--- config.mk ---
export PLATFORM = sky130hd
export DESIGN_NAME = wft_front
export DESIGN_NICKNAME = d
export VERILOG_FILES = /design/src/hdl/wft_pkg.sv /design/src/hdl/wft_front.sv
export SDC_FILE = /design/constraint.sdc
export NUM_CORES = 1
export LEC_CHECK = 0
export BUFFER_PORTS_ARGS = -buffer_cell sky130_fd_sc_hd__buf_4
export CAP_MARGIN = 15
export CORE_AREA = 2 2 157 159
export DETAILED_ROUTE_END_ITERATION = 6
export DIE_AREA = 0 0 159 161
export SYNTH_ARGS = -nofsm -noshare
export SYNTH_HDL_FRONTEND = slang
export SYNTH_SLANG_ARGS = --single-unit
export TNS_END_PERCENT = 30
--- constraint.sdc ---
create_clock -name clk -period 2.8 [get_ports clk]
set_input_delay 0.14 -clock clk [delete_from_list [all_inputs] [get_ports clk]]
set_output_delay 0.14 -clock clk [all_outputs]
set_load 0.02 [all_outputs]
--- src/hdl/wft_pkg.sv ---
// Package of the word frequency table: request kinds, queue entry and result types,
// sequencer states and default sizes. Depends on nothing.
package wft_pkg;

  localparam int unsigned TABLE_DEPTH_DEF = 1024;
  localparam int unsigned STOP_DEPTH_DEF  = 64;

  localparam int unsigned KEY_W   = 64;
  localparam int unsigned RIDX_W  = 10;
  localparam int unsigned COUNT_W = 32;
  localparam int unsigned UNIQ_W  = 11;

  localparam logic [1:0] KIND_LOAD  = 2'd0;
  localparam logic [1:0] KIND_COUNT = 2'd1;
  localparam logic [1:0] KIND_READ  = 2'd2;

  typedef enum logic [1:0] {
    OP_LOAD,
    OP_COUNT,
    OP_READ,
    OP_NONE
  } op_t;

  typedef struct packed {
    op_t               op;
    logic [KEY_W-1:0]  key;
    logic [RIDX_W-1:0] ridx;
  } item_t;

  typedef struct packed {
    logic               is_stop;
    logic               is_new;
    logic [RIDX_W-1:0]  entry_index;
    logic [COUNT_W-1:0] entry_count;
    logic [KEY_W-1:0]   entry_word;
    logic [UNIQ_W-1:0]  unique_words;
    logic [COUNT_W-1:0] stop_total;
    logic               full_flag;
    logic               index_valid;
  } res_t;

  typedef enum logic [2:0] {
    S_IDLE,
    S_DISPATCH,
    S_SSCAN,
    S_TSCAN,
    S_RWAIT
  } state_t;

endpackage

--- src/hdl/wft_front.sv ---
// Front end of the word frequency table: takes requests, classifies the kind and
// holds them in a two-entry queue for the back end. Depends on wft_pkg.
module wft_front (
  input  logic            clk,
  input  logic            rst_n,
  input  logic            in_tvalid,
  output logic            in_tready,
  input  logic [1:0]      in_kind,
  input  logic [63:0]     in_key,
  input  logic [9:0]      in_ridx,
  output logic            q_valid,
  output wft_pkg::item_t  q_item,
  input  logic            q_pop
);

  wft_pkg::item_t slot_r [2];
  logic           wr_ptr_r, wr_ptr_nxt;
  logic           rd_ptr_r, rd_ptr_nxt;
  logic [1:0]     fill_r, fill_nxt;
  wft_pkg::item_t cls;
  logic           push;

  always_comb begin
    cls.key  = in_key;
    cls.ridx = in_ridx;
    unique case (in_kind)
      wft_pkg::KIND_LOAD:  cls.op = wft_pkg::OP_LOAD;
      wft_pkg::KIND_COUNT: cls.op = wft_pkg::OP_COUNT;
      wft_pkg::KIND_READ:  cls.op = wft_pkg::OP_READ;
      default:             cls.op = wft_pkg::OP_NONE;
    endcase
  end

  assign in_tready = (fill_r != 2'd2);
  assign push      = in_tvalid && in_tready;
  assign q_valid   = (fill_r != 2'd0);
  assign q_item    = slot_r[rd_ptr_r];

  always_comb begin
    wr_ptr_nxt = push ? ~wr_ptr_r : wr_ptr_r;
    rd_ptr_nxt = q_pop ? ~rd_ptr_r : rd_ptr_r;
    fill_nxt   = fill_r + 2'(push) - 2'(q_pop);
  end

  always_ff @(posedge clk) begin
    if (!rst_n) begin
      wr_ptr_r <= 1'b0;
      rd_ptr_r <= 1'b0;
      fill_r   <= 2'd0;
    end else begin
      wr_ptr_r <= wr_ptr_nxt;
      rd_ptr_r <= rd_ptr_nxt;
      fill_r   <= fill_nxt;
    end
  end

  always_ff @(posedge clk) begin
    if (push) begin
      slot_r[wr_ptr_r] <= cls;
    end
  end

endmodule

== Yosys cells after proc, flatten, opt, wreduce, memory -nomap -nowiden ==
Memory sizes are Yosys's and may differ from the RTL's. A register that Yosys moved wholly into a read port is not among the register bits.
Index checks and enable logic that the tools add are counted.
Operators by class
  add/subtract/negate cells: 2
  equal/unequal tests: 3
  multiplexer cells: 5
  bitwise gates (word level): 2
  reductions and logical operators: 3
Operator list (number)
  $pmux 2 s3: 1
  $mux 1: 4
  $add 2x1->2: 1
  $eq 2x1->1 const B: 1
  $eq 2x2->1 const B: 1
  $logic_not 2->1: 1
  $ne 2x2->1 const B: 1
  $not 1->1: 2
  $reduce_bool 2->1: 1
  $sub 2x1->2: 1
  $logic_and 1x1->1: 1
Word-level totals
  bits in registers: 4
  RAM bits: 152
  input port bits: 80
  logic and storage cells: 19
  memories: 1
Memory list
  slot_r: depth 2, width 76, rd ports 1, clocked after Yosys merged registers in 1, write ports 1, RTL line wft_front.sv:16  | wft_pkg::item_t slot_r [2];

== Longest topological paths before layout ==
Gate-level depths: netlist of run 1.
  depth after elaboration: 4
  mapped depth: 7
  depth with buffers taken out: 7

== Least setup slack after synthesis of run 1 ==
Ideal clock, no wire load.
  path type: reg2reg
  from: register fill_r[0]
  to: memory slot_r[1][0] (netlist bit) (enable)
  library setup time: 443 ps
  arrival: 2532 ps
  required time: 2357 ps
  slack: -175 ps
  stages on the path, launching flop included: 3
  buffers on the path: 0
  period minus slack after synthesis: 2975 ps
  cells stage by stage: dfxtp_1 nand2b_1 and3_1
On the way
  cells in the longest elaborated chain, start to end: 4
RTL lines
  start, declared: RTL line wft_front.sv:19  | logic [1:0] fill_r, fill_nxt;
  start signal, assigned: RTL line wft_front.sv:53  | fill_r <= fill_nxt;
  $ne 2x2->1: RTL line wft_front.sv:34  | assign in_tready = (fill_r != 2'd2);
  named net in_tready: RTL line wft_front.sv:7  | output logic in_tready,
  $logic_and 1x1->1: RTL line wft_front.sv:35  | assign push = in_tvalid && in_tready;
  $mux 1: RTL line wft_front.sv:58  | if (push) begin
  $mux 1 (implied by the code): RTL line wft_front.sv:59  | slot_r[wr_ptr_r] <= cls;
  end, declared: RTL line wft_front.sv:16
The timed path passes the listed nets, and every way through them passes these cells.

==> metrics.md, run 1 <==
| Metric | Value |
|---|---|
| Clock buffer depth | `2` |
| # DRC | `0` |
| Post-synthesis average cell area | `22.2 um^2` |
| Fin crit share | `0.769` |
| WL per Instance | `~15 um` |
| Finished Layout Cells | `roughly 850` |
| CP peak stage delay | `about 0.7 ns` |
| Cell Chain, Critical Path | `buf_12 -> mux2_2 -> buf_4` |
| Boundary Pins | `158` |
| Hold Slack | `0.0917 ns` |
| Global route overflow | `0` |
| Cell Rows | `57` |
| Die Y | `161 um` |
| Post-Syn Instances | `266` |
| Layout area overhead | `50.1%` |
| CTS Hold Buffers Added | `77` |
| CP bufs+invs | `2` |
| Via count | `approximately 3200` |
| Worst skew pair latency | `0.41 ns` |
| Outcome | `finished, final reports clean` |
| Maximum clock rate | `~460 MHz` |
| Num CTS Buffers | `17` |
| Yosys warnings | `0` |
| RSZ-0062 raised after global routing | `no` |
| First-pass GRT wire length | `18900 um` |
| Hold WC Path Type | `in -> reg` |
| Final setup fails | `0` |
| Rel. slew slack | `0.613` |
| DRT Pass-1 Iters | `4` |
| CTS clk-pin slew, worst paths | `around 0.060 ns` |
| Final hold violation count | `0` |
| Worst slew pin tran | `0.581 ns` |
| Setup bufs post-CTS | `0` |
| Placed insts | `742` |
| Mapped Area | `roughly 5900 um^2` |
| Slowest stage cell, crit path | `dfxtp_4` |
| Vias in the first global route | `between 3000 and 4000` |
| Slew Viols, Final | `0` |
| First DRT Iteration DRCs | `104` |
| CTS tree | `yes` |
| Clock Sinks | `157` |
| Buffers on Ports | `around 160` |
| Layout cell share with drive strength beyond 1 | `0.515` |
| Worst-path fanout max | `33` |
| Core region area | `24000 um^2` |
| Max H-tree Level | `4` |
| Req. time, crit path | `2.66 ns` |
| Final GP Congestion | `0.719` |
| Startpoint types | `flop` |
| Syn nets | `around 350` |
| Delay-heaviest family, CP | `flip-flops` |
| HPWL Detailed | `between 7000 and 8000 um` |
| Initial core utilization | `0.247` |
| Final wirelength | `12400 um` |
| Worst EP arrival | `2.01 ns` |
| Chip Width | `between 150 and 200 um` |
| Full die area | `25600 um^2` |
| Clock root buffer | `clkbuf_16` |
| Leakage | `3.36 nW` |
| Skew final | `roughly 0.0078 ns` |
| Max-Cap Viols | `0` |
| Count of different cell masters after synthesis | `26` |
| Final antenna-violating net count | `0` |
| PwrDens | `between 700 and 800 nW/um^2` |
| CP Class | `reg -> out` |
| Max IR drop VDD | `315 uV` |
| Post-route minimum period | `2.15 ns` |
| Vias/cell | `between 3 and 4` |
| Total Routing Usage GR | `0.0972` |
| Total Nets Final | `~600` |
| Register area share after synthesis | `0.789` |
| Largest net degree at the start of global routing | `42` |
| CP Capture Type | `output port` |
| Commonest non-fill, non-tap cell in the layout | `buf_4` |
| Seq cells post-synth | `157` |
| Setup TNS | `0 ns` |
| Commonest non-fill, non-tap cells in the layout | `buf_4, edfxtp_1, dlygate4sd3_1` |
| CTS resizes | `0` |
| Antenna violations before repair | `1` |
## Yosys cell counts (all sizes together)
cell	count	area, um^2
a211o	1	8.76
and2	3	18.8
dfxtp	5	100
edfxtp	152	4560
mux2	76	1010
clkbuf	2	7.51
a21bo	1	10.0
nand3b	2	15.0
inv	2	7.51
mux2i	1	10.0
buf	8	67.6
and3	1	6.26
nand2	2	7.51
xor2	1	8.76
nand2b	1	6.26
ha	1	12.5
a211oi	1	7.51
nor4b	1	8.76
nand3	1	5.00
a21boi	2	18.8
or2	1	6.26
xnor2	1	8.76
## routing by layer
| metal | global-route usage | vias up | routed length [um] |
|---|---|---|---|
| met1 | 0.119 | 1560 | 5620 |
| met3 | 0.0367 | 7 | 725 |
| met4 | 0.0289 | 0 | 95 |
| met5 | 0 | - | 0 |
| met2 | 0.160 | 107 | 5940 |
| li1 | - | 1544 | - |
## power by group
| group | switching, mW | internal (mW) | leakage [nW] | total (mW) |
|---|---|---|---|---|
| logic | 0.531 | 0.564 | 1.63 | 1.09 |
| registers | 0.0704 | 2.81 | 1.46 | 2.88 |
| clock network | 0.892 | 1.39 | 0.274 | 2.28 |
| total | 1.49 | 4.77 | 3.36 | 6.26 |
## flip-flops by register name, summed over array words and instances (netlist names), named ones only
register  flops
fill_r        2
wr_ptr_r      1
slot_r      152
rd_ptr_r      1
## metrics by stage
stage               cell area (um^2)  worst slack (ns)   util  power [mW]
floorplan                       5910             0.101      -        3.50
finish                          8870             0.647  0.370        6.26
detailed placement              7520             0.868  0.314        3.96
global route                    8870             0.516  0.370        6.53
CTS                             8870             0.572  0.370        6.37
global placement                7520             0.947  0.314        3.93
## kinds of logic after synthesis
| logic type | after synthesis | synth area share |
|---|---|---|
| xor gates and xnor gates | 2 | 0.00296 |
| AOI/OAI and AO/OA | 5 | 0.00762 |
| and+or+nand+nor | 12 | 0.0125 |
| muxes | 77 | 0.172 |
| DFF | 157 | 0.789 |
| adders and majority gates | 1 | 0.00212 |
| buffers and inverters | 12 | 0.0140 |
## worst paths after layout
path,from,to,depth (start not counted),slack (ns)
setup reg to reg,fill_r[0]$_SDFF_PN0_,slot_r[1][31]$_DFFE_PP_,3,0.89
hold reg to reg,rd_ptr_r$_SDFFE_PN0P_,flop,2,0.59
setup / recovery,flop,q_item[32],3,0.65
hold / removal,in_tvalid,wr_ptr_r$_SDFFE_PN0P_,3,0.09
## worst register-to-register path, delay by kind of cell (launching register included)
family        cells  cell delay (ns)
flops             1             0.38
buf+inv           1             0.34
simple gates      2             0.83
## cell type report
type                       count  area (um^2)
antenna                        1         2.50
clock buffer                  19          433
timing repair buffer         239         2040
tap                          324          405
inverter                       2         8.76
clock inverter                12          148
multi-input combinational     97         1170
fill                        2264        15100
sequential                   157         4670
Power figures use the tool's default switching activity.
==> inputs of run 2 (changes only) <==
==> constraint.sdc (replaced) <==
create_clock -name clk -period 1.8 [get_ports clk]
set_input_delay 0.09 -clock clk [delete_from_list [all_inputs] [get_ports clk]]
set_output_delay 0.09 -clock clk [all_outputs]
set_load 0.02 [all_outputs]
==> run 2 against run 1 <==
Flip-flop and latch count is the same. Register-to-register slack lost 0.63 ns. Largest power group unchanged. Critical path type unchanged. Critical endpoint is now q_item[0]. Via count grew 1.6%. Worst setup slack lost 0.60 ns.
==> metrics.md, run 2 (synthesized netlist as in run 1, its figures left out) <==
| Metric | Value |
|---|---|
| Slew Viols, Final | `0` |
| Boundary Pins | `158` |
| Hold WC Path Type | `in -> reg` |
| Max-Cap Viols | `0` |
| Max H-tree Level | `4` |
| Commonest non-fill, non-tap cells in the layout | `buf_4, edfxtp_1, dlygate4sd3_1` |
| Hold Slack | `0.0393 ns` |
| Outcome | `finished, final reports clean` |
| Rel. slew slack | `0.750` |
| Via count | `3268` |
| Buffers on Ports | `157` |
| CTS clk-pin slew, worst paths | `0.06 ns` |
| Total Routing Usage GR | `0.102` |
| Total Nets Final | `approximately 600` |
| Metal2 WL | `6370 um` |
| Slowest stage cell, crit path | `mux2_2` |
| Cell Rows | `57` |
| Fin crit share | `0.973` |
| Startpoint types | `flop` |
| Num CTS Buffers | `17` |
| Full die area | `25600 um^2` |
| Ant diodes | `0` |
| Global route overflow | `0` |
| Place WS | `0.282 ns` |
| CP Capture Type | `output port` |
| CP peak stage delay | `approximately 0.38 ns` |
| Setup bufs post-CTS | `0` |
| Maximum clock rate | `571 MHz` |
| RSZ-0062 raised after global routing | `yes` |
| Final WS setup | `0.0483 ns` |
| Final setup fails | `0` |
| CP Class | `reg -> out` |
| Max reg flops | `152` |
| CTS tree | `yes` |
| Initial core utilization | `0.247` |
| DRT met1 WL | `5370 um` |
| DRT Pass-1 Iters | `4` |
| HPWL Detailed | `approximately 7900 um` |
| First DRT Iteration DRCs | `104` |
| Clock Sinks | `157` |
| PwrDens | `1100 nW/um^2` |
| Largest net degree at the start of global routing | `57` |
| Antenna violations before repair | `0` |
| Worst EP arrival | `1.66 ns` |
| Layout cell share with drive strength beyond 1 | `0.525` |
| Skew final | `roughly 0.012 ns` |
| Commonest non-fill, non-tap cell in the layout | `buf_4` |
| Top layer in use | `met4` |
| Final GP Congestion | `around 0.70` |
| Layout area overhead | `50.6%` |
| Vias/cell | `3.84` |
| Final hold violation count | `0` |
| Leakage | `about 3.4 nW` |
| Die Y | `161 um` |
| Clock buffer depth | `2` |
| Core region area | `24000 um^2` |
| Req. time, crit path | `1.71 ns` |
| Met3 WL | `762 um` |
| # DRC | `0` |
| Max IR drop VDD | `489 uV` |
| Final wirelength | `12600 um` |
| Final antenna-violating net count | `0` |
| Top Registers | `slot_r (152), fill_r (2)` |
| Worst skew pair latency | `between 0.4 and 0.5 ns` |
| Vias in the first global route | `around 3700` |
| Post-route minimum period | `1.75 ns` |
| Worst-path fanout max | `48` |
| WL per Instance | `14.9 um` |
| First-pass GRT wire length | `~20000 um` |
| Worst slew pin tran | `0.370 ns` |
| Cell Chain, Critical Path | `buf_16 -> mux2_2 -> buf_4` |
| Largest reg by FF count | `slot_r` |
| Chip Width | `159 um` |
| Clock root buffer | `clkbuf_16` |
-- run 2: cell count changes in the layout (fill, tap and decap cells not counted), moves of 2 or more --
cell and change:
clkinvlp_4 -2, mux2_2 -2, dfxtp_1 -2, clkinv_4 +2, dfxtp_2 +2, mux2_4 +2
-- run 2: final timing paths --
path | endpoint | start | cells past startpoint | slack (ns)
worst min register to register | flop | rd_ptr_r$_SDFFE_PN0P_ | 2 | 0.57
worst min-delay path | wr_ptr_r$_SDFFE_PN0P_ | in_tvalid | 3 | 0.04
worst max register to register | fill_r[1]$_SDFF_PN0_ | fill_r[0]$_SDFF_PN0_ | 6 | 0.26
worst max-delay path | q_item[0] | flop | 3 | 0.05
-- run 2: report_power, final --
group          internal [mW]  switching [mW]
Sequential              4.38          0.0829
Clock                   2.16            1.39
Combinational          0.894           0.865
Total                   7.43            2.34
-- run 2: per-stage QoR --
stage / power (mW) / cell area [um^2] / TNS, ns / std cells / utilization
2_1_floorplan: 5.45 / 5930 / -38.01 / 266 / -
3_3_place_gp: 6.13 / 7540 / 0 / 743 / 0.315
3_5_place_dp: 6.18 / 7540 / 0 / 743 / 0.315
4_1_cts: 9.94 / 8900 / 0 / 850 / 0.372
5_1_grt: 10.2 / 8910 / -0.198 / 850 / 0.372
6_report: 9.77 / 8910 / 0 / 850 / 0.372
-- run 2: cell type report --
class                      instances  area [um^2]
fill                            2295        15100
sequential                       157         4670
timing repair buffer             240         2060
multi-input combinational         97         1180
clock buffer                      18          429
tap                              324          405
clock inverter                    12          149
inverter                           2         11.3
-- run 2: metal layers --
metal	GRT usage	vias up
li1	-	1545
met1	0.121	1602
met2	0.175	112
met3	0.0385	9
met5	0	-
met4	0.0277	0
-- run 2: what timing repair did --
item / 4_1_cts / 5_1_grt
hold buffers: 77 / 0
resized for setup: 3 / 1
endpoints found under the setup margin: 29 / 22
endpoints found under the hold margin: 157 / 0
-- run 2: critical path: cells and delay by family, from the launching register on --
kind,cells,cell delay (ns)
DFF,1,0.37
muxes,1,0.38
buffers and inverters,2,0.41
